--- src/hdl/euler_to_quaternion_pose_macros.svh ---
// assertion helpers
`ifndef EULER_TO_QUATERNION_POSE_MACROS_SVH
`define EULER_TO_QUATERNION_POSE_MACROS_SVH
`ifndef SYNTHESIS
`define E2Q_ASSERT(label, clk, rst, prop, msg) \
  label: assert property (@(posedge clk) disable iff (rst) prop) else $error(msg);
`define E2Q_ASSERT_RST(label, clk, prop, msg) \
  label: assert property (@(posedge clk) prop) else $error(msg);
`else
`define E2Q_ASSERT(label, clk, rst, prop, msg)
`define E2Q_ASSERT_RST(label, clk, prop, msg)
`endif
`endif

--- src/hdl/e2q_pkg.sv ---
package e2q_pkg;
  localparam int ANGLE_BITS_DEF = 16;
  localparam int QUAT_FRAC_BITS_DEF = 15;
  localparam int CORDIC_STAGES_DEF = 16;
  localparam int POS_BITS = 24;
  localparam int WORK_FRAC = 30;
  // cordic datapath: Q2.30 plus guard bit
  localparam int CW = 34;
  localparam int ZW = 34;
  localparam logic signed [CW-1:0] CORDIC_GAIN_Q30 = 34'sd652032874;
  localparam logic signed [POS_BITS-1:0] BASE_X_RST = 24'sd133120;
  localparam logic signed [POS_BITS-1:0] BASE_Z_RST = 24'sd153600;
  localparam int ANGLE_DIVISOR = 2;

  typedef enum logic [1:0] {
    REG_ORIGIN_X = 2'd0,
    REG_ORIGIN_Y = 2'd1,
    REG_ORIGIN_Z = 2'd2
  } reg_idx_t;

  typedef struct packed {
    logic signed [POS_BITS-1:0] x;
    logic signed [POS_BITS-1:0] y;
    logic signed [POS_BITS-1:0] z;
    logic signed [POS_BITS-1:0] ext;
  } pos_t;

  function automatic logic signed [ZW-1:0] atan_turn(input int i);
    logic signed [ZW-1:0] r;
    case (i)
      0: r = 34'sd536870912;  1: r = 34'sd316933406;  2: r = 34'sd167458907;
      3: r = 34'sd85004756;   4: r = 34'sd42667331;   5: r = 34'sd21354465;
      6: r = 34'sd10679838;   7: r = 34'sd5340245;    8: r = 34'sd2670163;
      9: r = 34'sd1335087;    10: r = 34'sd667544;    11: r = 34'sd333772;
      12: r = 34'sd166886;    13: r = 34'sd83443;     14: r = 34'sd41722;
      15: r = 34'sd20861;     16: r = 34'sd10430;     17: r = 34'sd5215;
      18: r = 34'sd2608;      19: r = 34'sd1304;      20: r = 34'sd652;
      21: r = 34'sd326;       22: r = 34'sd163;       23: r = 34'sd81;
      24: r = 34'sd41;        25: r = 34'sd20;        26: r = 34'sd10;
      27: r = 34'sd5;         28: r = 34'sd3;         29: r = 34'sd1;
      30: r = 34'sd1;
      default: r = '0;
    endcase
    return r;
  endfunction
endpackage

--- src/hdl/e2q_cordic.sv ---
module e2q_cordic #(
  parameter int ANGLE_BITS = e2q_pkg::ANGLE_BITS_DEF,
  parameter int CORDIC_STAGES = e2q_pkg::CORDIC_STAGES_DEF
) (
  input  logic clk,
  input  logic signed [ANGLE_BITS-1:0] angle,
  output logic signed [e2q_pkg::CW-1:0] cos_q30,
  output logic signed [e2q_pkg::CW-1:0] sin_q30
);
  localparam int CW = e2q_pkg::CW;
  localparam int ZW = e2q_pkg::ZW;
  logic signed [CW-1:0] xs [CORDIC_STAGES+1];
  logic signed [CW-1:0] ys [CORDIC_STAGES+1];
  logic signed [ZW-1:0] zs [CORDIC_STAGES+1];
  logic signed [63:0] z_wide;

  // half angle in units of 2^-32 turn
  assign z_wide = (64'(signed'(angle)) <<< 31) >>> (ANGLE_BITS + e2q_pkg::ANGLE_DIVISOR - 2);
  assign xs[0] = e2q_pkg::CORDIC_GAIN_Q30;
  assign ys[0] = '0;
  assign zs[0] = ZW'(z_wide);

  for (genvar i = 0; i < CORDIC_STAGES; i++) begin : g_stage
    always_ff @(posedge clk) begin
      if (!zs[i][ZW-1]) begin
        xs[i+1] <= xs[i] - (ys[i] >>> i);
        ys[i+1] <= ys[i] + (xs[i] >>> i);
        zs[i+1] <= zs[i] - e2q_pkg::atan_turn(i);
      end else begin
        xs[i+1] <= xs[i] + (ys[i] >>> i);
        ys[i+1] <= ys[i] - (xs[i] >>> i);
        zs[i+1] <= zs[i] + e2q_pkg::atan_turn(i);
      end
    end
  end

  assign cos_q30 = xs[CORDIC_STAGES];
  assign sin_q30 = ys[CORDIC_STAGES];
endmodule

--- config.mk ---
export PLATFORM = sky130hd
export DESIGN_NAME = e2q_cordic
export DESIGN_NICKNAME = d
export VERILOG_FILES = /design/src/hdl/euler_to_quaternion_pose_macros.svh /design/src/hdl/e2q_pkg.sv /design/src/hdl/e2q_cordic.sv
export SDC_FILE = /design/constraint.sdc
export NUM_CORES = 2
export LEC_CHECK = 0
export BUFFER_PORTS_ARGS = -buffer_cell sky130_fd_sc_hd__buf_4
export CAP_MARGIN = 20
export CORE_MARGIN = 3
export CORE_UTILIZATION = 64
export CTS_BUF_LIST = sky130_fd_sc_hd__clkbuf_4 sky130_fd_sc_hd__clkbuf_8
export CTS_CLUSTER_DIAMETER = 30
export CTS_CLUSTER_SIZE = 25
export DETAILED_ROUTE_END_ITERATION = 8
export PLACE_DENSITY = 0.86
export SYNTH_ARGS = -nofsm -noshare
export SYNTH_HDL_FRONTEND = slang
export SYNTH_SLANG_ARGS = --single-unit
export TNS_END_PERCENT = 50
--- constraint.sdc ---
create_clock -name clk -period 6.1 [get_ports clk]
set_input_delay 0.915 -clock clk [delete_from_list [all_inputs] [get_ports clk]]
set_output_delay 0.915 -clock clk [all_outputs]
set_load 0.05 [all_outputs]
==> reports/results.ini <==
[outcome]
status=complete, no violations

[sta]
fin_crit_sh_pct=87.0
period_needed_ps=5300
drv_slew=0
setup_viol=0
fin_setup_tns_ps=0
fmax_mhz=189
fin_skew_ps=60.2
whs_ps=328
hold_viol=0
slew_headroom_pct=25.7
rsz0062_at_grt=no
tightest_slew_ps=1090

[global_routing]
grt_pass1_vias=92700
grt_pass1_wl_um=469000
grt_max_degree=87
grt-ovfl-total=0
grt_use_total_pct=32.5
antenna_found_initial=6

[drt]
drc_errors=0
num_vias=94800
ant_nets=0
dr.pass1.iters=6
vias_per_cell=6.18
post_drt_wl_per_cell_um=18.9
first_iter_violations=7175
wirelength_um=291000

[placed_design]
gp_congestion=1.01
place_hpwl_um=229000
place.port_buffers=84

[synthesis]
synth-seq-area-share_pct=26.7
synth_edf_count=0
synth_cells=12700
synth_area_sq_um=107000
ys_warn_count=0
ys.flop_type=dfxtp_1
synthArstFlopShare_pct=0
netlist-cell-type-count=98
synth_nets=14100
yosys_register_bits=1431
syn_area_per_cell_sq_um=8.46

[floorplan]
dieArea_sq_um=172000
ios=85
start_util_pct=64.7
die_w_um=415
coreArea_sq_um=166000
rows=149
die-height_um=415

[critical_path]
r2r_end=ys[404]$_DFF_P_
rr_startpoint=zs[441]$_DFF_P_
cp-end-kind=flip-flop
crit_fanout=26
path_class=reg -> reg
worstPathRequired_ps=7050
rr_worst_depth=13
startpoint_type=flip-flop
r2r_slack_ps=800
arrival_ps=6260

[clock_tree]
cts_tree=done
root_buffer=clkbuf_8
clock_latency_ps=1050
post_cts_resized=0
cts_sinks=1431
cts_setup_buffers=0
cts_max_level=5
clkTransAtPathRegs_ps=60
cts_made_buffers=321
cts.path.max_buffers=4
cts_hold_buffers=16

[cells_and_area]
layout-drive-gt1-share_pct=6.88
synthToLayoutAreaGrowth_pct=9.31
final_nets=14300

[hold_path]
hp-class=reg -> reg
hold_end=zs[137]$_DFF_P_
min_delay_path_depth=0
min-delay-start=zs[171]$_DFF_P_

[run]
drv_cap=0

stage by stage:
step / area [sq um] / setup slack [ps] / instances / utilization (%)
final: 117000 / 795 / 15400 / 70.7
after global routing: 117000 / 347 / 15400 / 70.7
after CTS: 117000 / 1050 / 15300 / 70.7
after detailed placement: 110000 / 1130 / 14800 / 66.3
after global placement: 110000 / 1180 / 14800 / 66.3
after floorplan: 107000 / 1540 / 12700 / -
cell families after synthesis:
family / Yosys count / share of synthesized area (%)
xor+xnor: 1796 / 14.7
buf+inv: 795 / 3.02
simple gates: 3332 / 15.1
other cells: 1 / 0.00350
flops: 1431 / 26.7
compound gates: 3799 / 22.6
mux: 101 / 0.999
fa+ha+maj: 1416 / 16.8
critical path, cell delays in order (launching register included):
cell and delay (ps):
dfxtp_2 720, clkinv_1 540, o21ai_0 240, xor2_1 100
ha_1 360, nand3_1 170, a2111oi_0 980, nor4_1 240
o31a_1 370, o31ai_1 550, a221o_1 360, o41a_1 230
a31oi_1 120, xnor2_1 210
state kept, by name (all words and copies together) (netlist names):
signal and flops:
ys 477, cos_q30 34, xs 454, zs 432, sin_q30 34
area by class of cell:
cell class	instances	area (sq um)
Multi-Input combinational cell	10400	75300
Sequential cell	1431	28700
Fill cell	12800	48600
Tap cell	2189	2740
Antenna cell	7	17.5
Timing Repair Buffer	152	1180
Clock inverter	185	2050
Inverter	562	2110
Clock buffer	381	5110
cell usage after synthesis (118+ instances only):
| master | n | area (sq um) |
|---|---|---|
| clkbuf_1 | 131 | 492 |
| xor2_1 | 653 | 5720 |
| nor3_1 | 354 | 1770 |
| dfxtp_1 | 1431 | 28600 |
| nor2b_1 | 166 | 1040 |
| and3_1 | 119 | 744 |
| nand3_1 | 196 | 981 |
| nand2_1 | 613 | 2300 |
| o21a_1 | 213 | 1600 |
| nand2b_1 | 197 | 1230 |
| nor2_1 | 1120 | 4200 |
| ha_1 | 1375 | 17200 |
| a31oi_1 | 137 | 857 |
| xnor2_1 | 1143 | 10000 |
| o21bai_1 | 144 | 1080 |
| a21oi_1 | 1362 | 6820 |
| inv_1 | 557 | 2090 |
| a211oi_1 | 118 | 886 |
| o21ai_0 | 568 | 2840 |
| a21o_1 | 620 | 4650 |
per-layer routing:
metal | wire length (um) | global-route usage (%) | vias up | part of all wire [%]
li1 | - | - | 46200 | -
met1 | 119000 | 38.8 | 44400 | 41
met2 | 139000 | 56.7 | 3251 | 48
met3 | 18300 | 5.29 | 906 | 6.3
met4 | 14200 | 15.6 | 2 | 4.9
met5 | 13 | 0 | - | 0.0045
layout by cell type (no fill, tap or decap), types with 134 or more instances in the layout:
master / synthesis / routed
a31oi_1: 137 / 137
ha_1: 1375 / 1375
o21ai_0: 568 / 568
a21o_1: 620 / 620
nor2_1: 1120 / 1120
xor2_1: 653 / 653
a21oi_1: 1362 / 1362
nand3_1: 196 / 196
clkbuf_8: 0 / 359
nor2b_1: 166 / 166
nand2b_1: 197 / 197
nand2_1: 613 / 613
o21a_1: 213 / 213
inv_1: 557 / 557
dfxtp_1: 1431 / 1418
buf_4: 68 / 134
nor3_1: 354 / 354
xnor2_1: 1143 / 1143
o21bai_1: 144 / 144
worst max path at each step:
| stage | startpoint | end | slack [ps] | depth (start not counted) |
|---|---|---|---|---|
| finish | zs[441]$_DFF_P_ | ys[404]$_DFF_P_ | 800 | 13 |
| floorplan | zs[407]$_DFF_P_ | zs[371]$_DFF_P_ | 1540 | 14 |
| global placement | xs[115]$_DFF_P_ | ys[100]$_DFF_P_ | 1180 | 19 |
| CTS | xs[445]$_DFF_P_ | ys[441]$_DFF_P_ | 1050 | 20 |
| detailed placement | ys[148]$_DFF_P_ | xs[135]$_DFF_P_ | 1130 | 18 |
| global route | xs[445]$_DFF_P_ | ys[441]$_DFF_P_ | 350 | 20 |
Power is not shown: default switching activity piles up to over one toggle a cycle in this logic, so the estimate is an artifact.
